$ cat src/hdl/fpa_pkg.sv
// Package for the fixed-point ALU: word width, operation codes and the
// control record that travels down the divider row. No dependencies.
package fpa_pkg;

    localparam int WORD_W        = 32;
    localparam int FUNC_W        = 4;
    localparam int FRAC_BITS_DEF = 8;

    localparam logic [FUNC_W-1:0] FN_ADD  = 4'd0;
    localparam logic [FUNC_W-1:0] FN_SUB  = 4'd1;
    localparam logic [FUNC_W-1:0] FN_MUL  = 4'd2;
    localparam logic [FUNC_W-1:0] FN_DIV  = 4'd3;
    localparam logic [FUNC_W-1:0] FN_GT   = 4'd4;
    localparam logic [FUNC_W-1:0] FN_LT   = 4'd5;
    localparam logic [FUNC_W-1:0] FN_GE   = 4'd6;
    localparam logic [FUNC_W-1:0] FN_LE   = 4'd7;
    localparam logic [FUNC_W-1:0] FN_EQ   = 4'd8;
    localparam logic [FUNC_W-1:0] FN_NE   = 4'd9;
    localparam logic [FUNC_W-1:0] FN_MIN  = 4'd10;
    localparam logic [FUNC_W-1:0] FN_MAX  = 4'd11;
    localparam logic [FUNC_W-1:0] FN_INC  = 4'd12;
    localparam logic [FUNC_W-1:0] FN_DEC  = 4'd13;
    localparam logic [FUNC_W-1:0] FN_TOI  = 4'd14;
    localparam logic [FUNC_W-1:0] FN_FRI  = 4'd15;

    typedef struct packed {
        logic [WORD_W-1:0] fast;    // result of every non-divide operation
        logic              flag;
        logic              dz;
        logic              is_div;
        logic              neg;     // quotient sign
        logic [WORD_W-1:0] dvsr;    // divisor magnitude
    } t_ctl;

endpackage

$ cat src/hdl/fpa_prep.sv
// Front stage: all non-divide operations including the multiply, and operand
// magnitudes for the divider row. Depends on fpa_pkg.
module fpa_prep #(
    parameter int FRAC_BITS = fpa_pkg::FRAC_BITS_DEF,
    parameter int DW        = 32 + FRAC_BITS
) (
    input  logic                  i_clk,
    input  logic                  i_rst_n,
    input  logic                  i_en,
    input  logic                  i_valid,
    input  logic signed [31:0]    i_a,
    input  logic signed [31:0]    i_b,
    input  logic [3:0]            i_func,
    output logic                  o_valid,
    output fpa_pkg::t_ctl         o_ctl,
    output logic [DW-1:0]         o_num
);
    import fpa_pkg::*;

    logic                r_valid;
    t_ctl                r_ctl, n_ctl;
    logic [DW-1:0]       r_num, n_num;
    logic signed [63:0]  prod;
    logic signed [31:0]  sh;
    logic [31:0]         abs_a;

    always_comb begin
        prod  = i_a * i_b;
        sh    = i_a >>> FRAC_BITS;
        abs_a = i_a[31] ? 32'(-i_a) : i_a;
        n_ctl        = '0;
        n_ctl.neg    = i_a[31] ^ i_b[31];
        n_ctl.dvsr   = i_b[31] ? 32'(-i_b) : i_b;
        n_ctl.is_div = (i_func == FN_DIV);
        n_ctl.dz     = (i_func == FN_DIV) && (i_b == '0);
        n_num        = DW'(abs_a) << FRAC_BITS;
        case (i_func)
            FN_ADD: n_ctl.fast = i_a + i_b;
            FN_SUB: n_ctl.fast = i_a - i_b;
            FN_MUL: n_ctl.fast = prod[FRAC_BITS +: 32];
            FN_GT:  n_ctl.flag = i_a > i_b;
            FN_LT:  n_ctl.flag = i_a < i_b;
            FN_GE:  n_ctl.flag = i_a >= i_b;
            FN_LE:  n_ctl.flag = i_a <= i_b;
            FN_EQ:  n_ctl.flag = i_a == i_b;
            FN_NE:  n_ctl.flag = i_a != i_b;
            FN_MIN: n_ctl.fast = (i_a <= i_b) ? i_a : i_b;
            FN_MAX: n_ctl.fast = (i_a >= i_b) ? i_a : i_b;
            FN_INC: n_ctl.fast = i_a + 32'sd1;
            FN_DEC: n_ctl.fast = i_a - 32'sd1;
            FN_TOI: n_ctl.fast = sh;
            FN_FRI: n_ctl.fast = i_a << FRAC_BITS;
            default: n_ctl.fast = '0;
        endcase
    end

    always_ff @(posedge i_clk) begin
        if (!i_rst_n) begin
            r_valid <= 1'b0;
        end else if (i_en) begin
            r_valid <= i_valid;
        end
        if (i_en) begin
            r_ctl <= n_ctl;
            r_num <= n_num;
        end
    end

    assign o_valid = r_valid;
    assign o_ctl   = r_ctl;
    assign o_num   = r_num;
endmodule

$ cat config.mk
export PLATFORM = sky130hd
export DESIGN_NAME = fpa_prep
export DESIGN_NICKNAME = d
export VERILOG_FILES = /design/src/hdl/fpa_pkg.sv /design/src/hdl/fpa_prep.sv
export SDC_FILE = /design/constraint.sdc
export NUM_CORES = 2
export LEC_CHECK = 0
export ABC_AREA = 1
export BUFFER_PORTS_ARGS = -buffer_cell sky130_fd_sc_hd__buf_2
export CAP_MARGIN = 20
export CELL_PAD_IN_SITES_DETAIL_PLACEMENT = 2
export CELL_PAD_IN_SITES_GLOBAL_PLACEMENT = 2
export CORE_MARGIN = 1
export CORE_UTILIZATION = 41
export DETAILED_ROUTE_END_ITERATION = 10
export PLACE_DENSITY_LB_ADDON = 0.1
export SLEW_MARGIN = 20
export SYNTH_ARGS = -nofsm -noshare
export SYNTH_HDL_FRONTEND = slang
export SYNTH_SLANG_ARGS = --single-unit
$ cat constraint.sdc
create_clock -name i_clk -period 21.7 [get_ports i_clk]
set_input_delay 2.17 -clock i_clk [delete_from_list [all_inputs] [get_ports i_clk]]
set_output_delay 2.17 -clock i_clk [all_outputs]
set_load 0.05 [all_outputs]
# Yosys cells after proc, flatten, opt, wreduce, memory -nomap -nowiden
# Cells that the tools add are included.
# totals
output_inout_bits	109
rom_bits	0
latchBits	0
ram_bits	0
ff_bits	101
mem_count	0
# classes
bitwise_logic	1
n_mux	6
shift	0
n_div	0
multipliers	1
n_eq_ne	17
n_reduce_logical	3
addsub	6
magnitude_cmp	4
# ops
cell	n
one-hot mux 32 bit (9 select lines)	1
two-way mux 32 bit	2
negator 32 bit	2
two-way mux 31 bit	2
multiplier 32 x 32 -> 40 bit	1
adder 32 x 2 -> 32 bit (second input constant)	1
adder 32 bit	1
== test 32 bit	1
== test 4 bit (second input constant)	8
greater-or-equal comparator 32 bit	1
greater-than comparator 32 bit	1
<= comparator 32 bit	1
logical NOT 32 bit	1
< comparator 32 bit	1
inequality test 32 bit	1
subtractor 32 x 2 -> 32 bit (second input constant)	1
subtractor 32 bit	1
== test 4 x 3 -> 1 bit (second input constant)	4
== test 4 x 2 -> 1 bit (second input constant)	2
one-hot mux 1 bit (6 select lines)	1
== test 4 x 1 -> 1 bit (second input constant)	1
logical NOT 4 bit	1
logical AND 1 bit	1
bitwise XOR 1 bit	1

# Longest topological paths before layout
# depth
depth_word	3
mapped_depth	35

# Least setup slack after synthesis
# Ideal clock, no wire load.
# synth_timing
path_type	input -> register
startpoint	input port i_a[10]
endpoint	register r_ctl (netlist bit o_ctl[65]) (data pin)
setup_slack_ps	12956
arrival_time_ps	8489
n_path_buf	3
cell_stages	31
required_time_ps	21446
cell_sequence	clkbuf_1 > clkbuf_1 > buf_1 > nand2_1 > inv_1 > fa_1 > fa_1 > fa_1 > inv_1 > fa_1 > inv_1 > fa_1 > inv_1 > fa_1 > inv_1 > fa_1 > fa_1 > ha_1 > nand2_1 > nor2_1 > inv_1 > nor2_1 > inv_1 > o21ai_0 > nand2_1 > nand3_1 > a21oi_1 > o21ai_0 > nand2_1 > nor2_1 > nand2_1
# synth_rtl
element	line_no	rtl
start: declaration	fpa_prep.sv:11	input logic signed [31:0] i_a,
end signal: assignment	fpa_prep.sv:64	r_ctl <= n_ctl;
end: declaration	fpa_prep.sv:21	t_ctl r_ctl, n_ctl;

==> flow_summary.json <==
{
  "status": "complete, no violations",
  "ys_ff_latch": 101,
  "seq_area_frac_synth_pct": 8.349,
  "io_pins": 181,
  "critPathCaptureType": "register",
  "holdPathEnd": "o_valid",
  "drcViolationCount": 0,
  "synth-async-reset-ratio_pct": 0,
  "path_cells": "buf_2 -> buf_4 -> nand2_1 -> fa_1 -> fa_1 -> inv_1 -> fa_1 -> fa_1 -> fa_1 -> fa_1 -> fa_1 -> fa_1 -> ha_1 -> nand2_1 -> inv_1 -> a21boi_0 -> o21ai_0 -> a21oi_1 -> nand2_1 -> a31oi_1 -> nand3_1 -> nand3_1 -> nand2_1",
  "reg2regPathDepth": 2,
  "htreeDepth": 3,
  "ys_warn_count": 0,
  "grt_pass1_vias": 40320,
  "dp_hpwl_um": 139800,
  "area_growth_pct": 6.072,
  "cts_root_buffer": "clkbuf_16",
  "cp_slowest_cell": "buf_2",
  "holdPathStages": 2,
  "drt-pass1-iter-count": 5,
  "cp_common_cell": "fa_1",
  "cts_tree": "done",
  "setup_tns_ns": 0,
  "clock_sinks": 101,
  "slew_headroom_pct": 31.11,
  "io_buffers": 172,
  "syn_inst": 4998,
  "fin_crit_ns": 9.950,
  "synth_edf_count": 100,
  "vias_per_cell": 5.619,
  "yosysTopAreaCell": "fa_1",
  "met1_length_um": 67090,
  "fmax_mhz": 100.5,
  "die_x_um": 299.2,
  "highest_layer": "met5",
  "critPathMaxStageDelay_ns": 0.59,
  "critPathTopFamily": "adder cells",
  "rrSetupSlack_ns": 20.99,
  "fin_skew_ns": 0,
  "detail_route.wl_per_cell_um": 28.33,
  "grt_max_degree": 65,
  "cp.required_ns": 21.86,
  "rsz0062_at_grt": "false",
  "synthTopCellsByArea": "fa_1, inv_1, nand2_1, edfxtp_1, ha_1",
  "syn_area_um2": 36210,
  "ant_nets": 0,
  "grt_antenna_before_repair": 3,
  "wl_met2_um": 86960,
  "die-area_um2": 89500,
  "path_clk_slew_ns": 0.09,
  "crit_buf_inv": 4,
  "insertion_delay_ns": 0.40,
  "crit_fanout": 19,
  "synth_ff_type": "edfxtp_1",
  "ys_types": 54,
  "cap_violations": 0,
  "hold_viol": 0,
  "grt_util_all_layers_pct": 39.46,
  "post_cts_buffers": 0,
  "layout_common_cells": "inv_1, nand2_1, fa_1",
  "final_common_cell": "inv_1",
  "met3_length_um": 10300,
  "start_util_pct": 41.54,
  "startpoint": "i_a[11]",
  "place_congestion": 0.9522,
  "worst_pin_slew_ns": 1.031,
  "report.final.slew_viol_count": 0,
  "crit_arrival_ns": 10.11,
  "setup_viol": 0,
  "ctsHoldBuffers": 0,
  "syn_area_per_cell_um2": 7.244,
  "synth_top_area_share_pct": 35.61,
  "dr_total_vias": 34740,
  "rows": 108,
  "hold_start": "o_valid",
  "layout.nets": 5976,
  "grt_first_pass_wirelength_um": 258900,
  "overflow": 0,
  "drt_iter0_markers": 2125,
  "cts_buffers": 9,
  "min_period_over_period_pct": 45.85,
  "worstHoldPathType": "reg2reg",
  "worst-setup-path-type": "in2reg",
  "rr_startpoint": "o_valid",
  "core_area_um2": 87160,
  "drive_gt1_share_pct": 6.348,
  "wl_um": 175100,
  "regToRegEndpoint": "o_valid",
  "die_h_um": 299.2,
  "crit_path_start_kind": "input pin",
  "cts_resized": 0,
  "cts_buffer_depth": 2
}
-- state kept, by name (all words and copies together), names as in the netlist --
name / count
o_ctl: 68
o_num: 32
o_valid: 1
-- cell families after synthesis --
kind of cell    count (synthesis)  synth area share [%]
simple gates                 1853                 21.06
buf+inv                      1588                 16.68
fa+ha+maj                     883                 43.87
compound gates                490                 8.052
flops                         101                 8.349
xor+xnor                       82                 1.984
other cells                     1               0.01036
-- through the flow --
stage          worst slack, ns  std cells  instance area [um^2]  hold WS, ns  util (%)
6_report                 11.75       6182                 38400       0.5874     44.06
5_1_grt                  11.53       6181                 38400       0.6319     44.06
4_1_cts                  11.78       6180                 38400       0.5866     44.06
3_5_place_dp             11.38       6165                 38090       0.5657     43.70
3_3_place_gp             11.63       6165                 38090       0.5221     43.70
2_1_floorplan            12.96       5005                 36230       0.7535         -
-- how the worst max path moves through the flow --
stage,end,cells after the start
2_1_floorplan,o_ctl[65],31
3_3_place_gp,o_ctl[67],24
3_5_place_dp,o_ctl[67],22
4_1_cts,o_ctl[67],23
5_1_grt,o_ctl[67],25
6_report,o_ctl[67],23
-- Yosys cell counts (16+ instances only) --
cell type  count
inv_1       1347
nand2_1     1318
fa_1         644
ha_1         239
nor2_1       229
a21oi_1      160
o21ai_0      160
clkbuf_1     151
nand3_1      149
edfxtp_1     100
xor2_1        69
buf_1         52
o211ai_1      51
nor3_1        37
nand4_1       34
nand3b_1      28
a21o_1        21
buf_2         17
o211ai_2      16
or2_2         16
-- layout make-up --
class / instances / area, um^2
diodes: 2 / 5.005
multi-input cells: 3316 / 27180
inverters: 1356 / 5090
clock buffers: 9 / 225.2
repair buffers: 237 / 1351
well taps: 1155 / 1445
flip-flops and latches: 101 / 3023
fillers: 10510 / 48750
clock inverters: 6 / 86.33
-- tightest hold or removal path, cell delays in order (launching register included) --
cell and delay [ns]:
dfxtp_1 0.33, o21ai_0 0.10, a21oi_1 0.12
-- per-layer routing --
metal  global-route usage, %  up-vias
met5                       0        -
met4                   21.31        2
met3                   5.284      496
met2                   69.13     1288
met1                   46.82    18190
li1                        -    14760
Power is not shown: default switching activity piles up to over one toggle a cycle in this logic, so the estimate is an artifact.
