## config.mk

```make
export PLATFORM = sky130hd
export DESIGN_NAME = fpa_div_cell
export DESIGN_NICKNAME = d
export VERILOG_FILES = /design/src/hdl/fpa_pkg.sv /design/src/hdl/fpa_div_cell.sv
export SDC_FILE = /design/constraint.sdc
export NUM_CORES = 1
export LEC_CHECK = 0
export BUFFER_PORTS_ARGS = -buffer_cell sky130_fd_sc_hd__clkbuf_2
export CELL_PAD_IN_SITES_DETAIL_PLACEMENT = 1
export CELL_PAD_IN_SITES_GLOBAL_PLACEMENT = 2
export CORE_UTILIZATION = 31
export CTS_BUF_LIST = sky130_fd_sc_hd__clkbuf_2 sky130_fd_sc_hd__clkbuf_4 sky130_fd_sc_hd__clkbuf_8
export DETAILED_ROUTE_END_ITERATION = 10
export GPL_TIMING_DRIVEN = 1
export PLACE_DENSITY = 0.81
export SLEW_MARGIN = 15
export SYNTH_ARGS = -nofsm -noshare
export SYNTH_HDL_FRONTEND = slang
export SYNTH_SLANG_ARGS = --single-unit
```

## constraint.sdc

```tcl
create_clock -name i_clk -period 4.6 [get_ports i_clk]
set_input_delay 0.92 -clock i_clk [delete_from_list [all_inputs] [get_ports i_clk]]
set_output_delay 0.92 -clock i_clk [all_outputs]
set_load 0.1 [all_outputs]
```

## src/hdl/fpa_pkg.sv

```systemverilog
// Package for the fixed-point ALU: word width, operation codes and the
// control record that travels down the divider row. No dependencies.
package fpa_pkg;

    localparam int WORD_W        = 32;
    localparam int FUNC_W        = 4;
    localparam int FRAC_BITS_DEF = 8;

    localparam logic [FUNC_W-1:0] FN_ADD  = 4'd0;
    localparam logic [FUNC_W-1:0] FN_SUB  = 4'd1;
    localparam logic [FUNC_W-1:0] FN_MUL  = 4'd2;
    localparam logic [FUNC_W-1:0] FN_DIV  = 4'd3;
    localparam logic [FUNC_W-1:0] FN_GT   = 4'd4;
    localparam logic [FUNC_W-1:0] FN_LT   = 4'd5;
    localparam logic [FUNC_W-1:0] FN_GE   = 4'd6;
    localparam logic [FUNC_W-1:0] FN_LE   = 4'd7;
    localparam logic [FUNC_W-1:0] FN_EQ   = 4'd8;
    localparam logic [FUNC_W-1:0] FN_NE   = 4'd9;
    localparam logic [FUNC_W-1:0] FN_MIN  = 4'd10;
    localparam logic [FUNC_W-1:0] FN_MAX  = 4'd11;
    localparam logic [FUNC_W-1:0] FN_INC  = 4'd12;
    localparam logic [FUNC_W-1:0] FN_DEC  = 4'd13;
    localparam logic [FUNC_W-1:0] FN_TOI  = 4'd14;
    localparam logic [FUNC_W-1:0] FN_FRI  = 4'd15;

    typedef struct packed {
        logic [WORD_W-1:0] fast;    // result of every non-divide operation
        logic              flag;
        logic              dz;
        logic              is_div;
        logic              neg;     // quotient sign
        logic [WORD_W-1:0] dvsr;    // divisor magnitude
    } t_ctl;

endpackage

```

## src/hdl/fpa_div_cell.sv

```systemverilog
// One restoring-division cell: takes one dividend bit, makes one quotient
// bit and hands everything to the next cell. Depends on fpa_pkg.
module fpa_div_cell #(
    parameter int DW = 32 + fpa_pkg::FRAC_BITS_DEF
) (
    input  logic            i_clk,
    input  logic            i_rst_n,
    input  logic            i_en,
    input  logic            i_valid,
    input  fpa_pkg::t_ctl   i_ctl,
    input  logic [DW-1:0]   i_num,
    input  logic [31:0]     i_rem,
    input  logic [31:0]     i_quo,
    output logic            o_valid,
    output fpa_pkg::t_ctl   o_ctl,
    output logic [DW-1:0]   o_num,
    output logic [31:0]     o_rem,
    output logic [31:0]     o_quo
);
    import fpa_pkg::*;

    logic          r_valid;
    t_ctl          r_ctl;
    logic [DW-1:0] r_num;
    logic [31:0]   r_rem, n_rem;
    logic [31:0]   r_quo, n_quo;
    logic [32:0]   rem_sh;
    logic [33:0]   diff;

    always_comb begin
        rem_sh = {i_rem, i_num[DW-1]};
        diff   = {1'b0, rem_sh} - {2'b00, i_ctl.dvsr};
        // borrow means the divisor did not fit; remainder then stays below 2^32
        n_rem  = diff[33] ? rem_sh[31:0] : diff[31:0];
        n_quo  = {i_quo[30:0], ~diff[33]};
    end

    always_ff @(posedge i_clk) begin
        if (!i_rst_n) begin
            r_valid <= 1'b0;
        end else if (i_en) begin
            r_valid <= i_valid;
        end
        if (i_en) begin
            r_ctl <= i_ctl;
            r_num <= i_num << 1;
            r_rem <= n_rem;
            r_quo <= n_quo;
        end
    end

    assign o_valid = r_valid;
    assign o_ctl   = r_ctl;
    assign o_num   = r_num;
    assign o_rem   = r_rem;
    assign o_quo   = r_quo;
endmodule

```

Word level (Yosys, flattened, before mapping)
Index checks and enable logic that the tools add are counted. W data, S select, Z words.

Flip-flop bits (word level): 172. Latch bits: 0. RAM bits: 0. ROM bits: 0. Bits of input ports: 176. Output and inout bits: 173. Logic and storage cells: 13. Memories: 0.

Add/subtract/negate cells: 1. Multiply operators: 0. Div/mod/pow operators: 0. Order comparisons: 0. Eq/ne operators: 0. Shift operators: 0. Mux-type cells: 1. Bitwise gates (word level): 1. Reductions and logical operators: 0.

Operators with widths (number): $sub A33 B32 Y34 (1); $mux W32 (1); $not A1 Y1 (1).

Logic depth before layout (Yosys ltp)
Depth in word-level cells: 2. Mapped depth: 12. Depth with buffers taken out: 12.

Worst setup path before layout
Ideal clock, no wire load.

Path type: input to register. From: input i_num[39]. To: register r_rem[26] (netlist: o_rem[26]) (data pin). Library setup time: 260 ps. Data arrival time: 3326 ps. Data required time: 4340 ps. Path slack: 1014 ps. Stages: 12. Buffers on the path: 0. Cell sequence: inv_1 -> ha_1 -> inv_1 -> fa_1 -> a211oi_1 -> o211a_1 -> o31ai_2 -> a221o_1 -> a2111oi_4 -> o21bai_2 -> xor2_1 -> mux2_4.

Longest elaborated chain between the ends: 2.

RTL lines: start: declaration (RTL line fpa_div_cell.sv:11) `input logic [DW-1:0] i_num,`; $sub A33 B32 Y34 (RTL line fpa_div_cell.sv:32) `diff = {1'b0, rem_sh} - {2'b00, i_ctl.dvsr};`; $mux W32 (RTL line fpa_div_cell.sv:34) `n_rem = diff[33] ? rem_sh[31:0] : diff[31:0];`; net n_rem[26] (RTL line fpa_div_cell.sv:25) `logic [31:0] r_rem, n_rem;`; end signal: assignment (RTL line fpa_div_cell.sv:47) `r_rem <= n_rem;`; end: declaration (RTL line fpa_div_cell.sv:25).

The timed path passes the listed nets, and every way through them passes these cells. A chain may end at the register's enable or synchronous reset.

Final worst setup path
Ends and elaborated chain as after synthesis.

==> reports/metrics.cfg <==
[worst_setup_path]
cpLargestDelayFamily=compound AO/OA/AOI/OAI gates
worstPathCellList=clkbuf_2 > inv_1 > ha_1 > inv_1 > fa_1 > a211oi_1 > o211a_1 > o31ai_2 > a221o_1 > a2111oi_4 > o21bai_2 > xor2_1 > mux2_4
setup.worst_path.end_class=flip-flop
worst_setup_path_start_kind=primary input
required_time_at_the_endpoint_of_the_critical_path_ns=4.82
cp.arrival_ns=3.85
critical_path.most_common_cell=sky130_fd_sc_hd__inv_1
timing.critical_path.slowest_cell_delay_ns=0.45
critical_path_peak_fanout=4
reg2reg_from=o_valid
critical_path.startpoint=i_num[39]
critical_path.n_buffers_inverters=3
critical_path.slowest_cell=sky130_fd_sc_hd__a2111oi_4
timing.setup.critical_path_class=in2reg

[synthesis]
cell_area_after_synthesis_mm2=0.00749
postSynthCellCount=495
synthDistinctLibCells=60
synth.cells.most_frequent=sky130_fd_sc_hd__edfxtp_1, sky130_fd_sc_hd__inv_1, sky130_fd_sc_hd__ha_1, sky130_fd_sc_hd__a21oi_1
number_of_enable_flip_flop_cells_after_synthesis=171
top_count_cell_post_synth=sky130_fd_sc_hd__edfxtp_1
ys_top_cells_by_area=sky130_fd_sc_hd__edfxtp_1, sky130_fd_sc_hd__ha_1, sky130_fd_sc_hd__mux2_1, sky130_fd_sc_hd__inv_1, sky130_fd_sc_hd__a21oi_1
synth.avg_cell_area_um2=15.1
netlist.top_cell.by_area=sky130_fd_sc_hd__edfxtp_1
ys.flop_type=sky130_fd_sc_hd__edfxtp_1
synth_seq_area_share_pct=68.8
synth_top_area_share_pct=68.5
synth-warning-count=0
ys_async_sr_fraction_pct=0
syn-num-nets=704
synth-seq-cells=172

[floorplan]
initial_utilization_pct=31.7
area_of_the_core_region_mm2=0.0236
ioPinCount=349
dieHeight_um=157
placementRows=56
dieArea_mm2=0.0248
fp.dieW_um=157

[drt]
drt_wl_total_um=23900
routed-via-count=5515
detail_route.first_pass.iterations=4
detail_route.drc_violations=0
routed_via_density=4.63
ant_nets=0
initialDrtViolationCount=315
wl_per_cell_um=20.1

[layout]
layout.nets=1067
syn_to_final_growth_pct=34.2
post_layout_nonfiller_instances=1192
final_core_utilization_pct=42.6
drive_above_1_share_pct=45.5

[clock_tree]
tritoncts=built
cts-root-to-sink-buffers=2
post-cts-setup-buffer-count=0
cts_hold_repair.buffers=0
cts-resized-gates=0
numClockSinks=172
clk-insertion-delay-late_ns=0.46
cts-buffers-inserted=17
h-tree-depth=4
clock_tree.root_cell=sky130_fd_sc_hd__clkbuf_8
cts.clk_slew.worst_paths_ns=0.10

[global_routing]
grt_max_degree=94
sum_of_overflow_across_all_layers_after_global_routing=0
initial_antenna_violation_count=2
grt_first_pass_wirelength_um=33800
grt_use_total_pct=18.9
via_count_of_the_first_global_routing_pass=5473

[place]
finalWeightedCongestion=0.779
numPortBuffers=346
place_hpwl_um=19000
dp.cells=1158

[timing]
transition_time_at_the_pin_with_the_least_slew_margin_ns=0.773
finalSetupTns_ns=0
final_min_period_over_clock_period_pct=78.9
min_period_ns=3.63
final.setup_skew_ns=0
setup_viol_count_final=0
finalMaxSlewViolations=0
achievable_freq_mhz=275
timing.slew.headroom_pct=48.5
final-hold-violation-count=0
rsz0062_at_grt=no

[worst_hold_path]
holdCritPathClass=reg2reg
hold_start=o_valid

[power_and_ir_drop]
power.density_mw_per_mm2=471
irDropWorstVdd_v=0.000163
p_leak_nw=4.48

[flow_run]
maxCapViolations=0

[status]
status=finished, final reports clean

-- layer usage --
metal  up-vias  track usage, %  wire length, um
met5         -               0                0
met4         0            6.20              521
met3        26            5.89             1780
met2       197            33.6            12300
met1      2684            21.4             9340
li1       2608               -                -
-- metrics by stage --
step,setup slack [ns],power (mW),hold slack (ns),cell area (um2)
3_5_place_dp,0.482,3.69,0.520,9630
6_report,0.969,4.73,0.538,10100
3_3_place_gp,0.524,3.67,0.496,9630
5_1_grt,0.875,4.91,0.565,10000
2_1_floorplan,1.01,3.33,0.981,7490
4_1_cts,0.987,4.79,0.550,10000
-- power by group --
| part | switching, mW | internal, mW |
|---|---|---|
| clock | 0.675 | 0.417 |
| combinational | 1.40 | 0.303 |
| sequential | 0.0396 | 1.90 |
-- worst paths after layout --
path	to	slack, ns	cells past startpoint
setup / recovery	o_rem[26]	0.97	13
hold / removal	o_valid	0.54	2
setup reg to reg	o_valid	4.00	2
hold reg to reg	o_valid	0.54	2
-- layout make-up --
type | instances | area (um2)
clock buffers | 17 | 234
flip-flops and latches | 172 | 5150
fillers | 2623 | 13600
well taps | 319 | 399
clock inverters | 15 | 180
repair buffers | 352 | 1800
multi-input cells | 275 | 2130
inverters | 40 | 150
diodes | 2 | 5.00
-- state kept, by name (all words and copies together), names as in the netlist --
| name | flops |
|---|---|
| o_valid | 1 |
| o_ctl | 68 |
| o_quo | 32 |
| o_num | 39 |
| o_rem | 32 |
-- worst register-to-register path, stage by stage, from the launching register on --
cell,delay [ns]
sky130_fd_sc_hd__dfxtp_1,0.33
sky130_fd_sc_hd__mux2i_1,0.12
sky130_fd_sc_hd__nor2b_1,0.06
-- kinds of logic (layout without fill, tap and decap cells) --
family / Yosys count / after routing / share of synthesized area [%]
xor gates and xnor gates: 24 / 24 / 2.81
adders and majority gates: 33 / 33 / 5.61
muxes: 33 / 33 / 4.93
other: 1 / 3 / 0.0501
and+or+nand+nor: 85 / 85 / 5.54
AOI/OAI and AO/OA: 99 / 99 / 9.52
buffers and inverters: 48 / 424 / 2.74
DFF: 172 / 172 / 68.8
-- placed cells by master, fill, tap and decap left out, types with 3 or more instances in the layout --
cell type,netlist,routed
sky130_fd_sc_hd__mux2_1,26,26
sky130_fd_sc_hd__o21bai_1,5,5
sky130_fd_sc_hd__clkinv_8,0,6
sky130_fd_sc_hd__o211ai_1,4,4
sky130_fd_sc_hd__xor2_1,9,9
sky130_fd_sc_hd__xnor2_1,15,15
sky130_fd_sc_hd__o31ai_1,4,4
sky130_fd_sc_hd__nor3_1,7,7
sky130_fd_sc_hd__o21ai_1,4,4
sky130_fd_sc_hd__ha_1,32,32
sky130_fd_sc_hd__a21o_1,9,9
sky130_fd_sc_hd__mux2i_1,5,5
sky130_fd_sc_hd__nand4_1,3,3
sky130_fd_sc_hd__a31oi_1,4,4
sky130_fd_sc_hd__clkbuf_8,0,18
sky130_fd_sc_hd__inv_1,40,40
sky130_fd_sc_hd__and3_1,10,10
sky130_fd_sc_hd__clkbuf_2,0,345
sky130_fd_sc_hd__buf_4,2,5
sky130_fd_sc_hd__inv_8,0,3
sky130_fd_sc_hd__edfxtp_1,171,171
sky130_fd_sc_hd__nor2b_1,5,5
sky130_fd_sc_hd__and2_1,4,4
sky130_fd_sc_hd__a21oi_1,27,27
sky130_fd_sc_hd__nand2b_1,3,3
sky130_fd_sc_hd__nor2_1,15,15
sky130_fd_sc_hd__o21ai_0,11,11
sky130_fd_sc_hd__inv_6,0,3
sky130_fd_sc_hd__nand2_1,26,26
sky130_fd_sc_hd__nand3_1,5,5
sky130_fd_sc_hd__a211oi_1,4,4
sky130_fd_sc_hd__o21a_1,4,4
(Power assumes the default switching activity.)
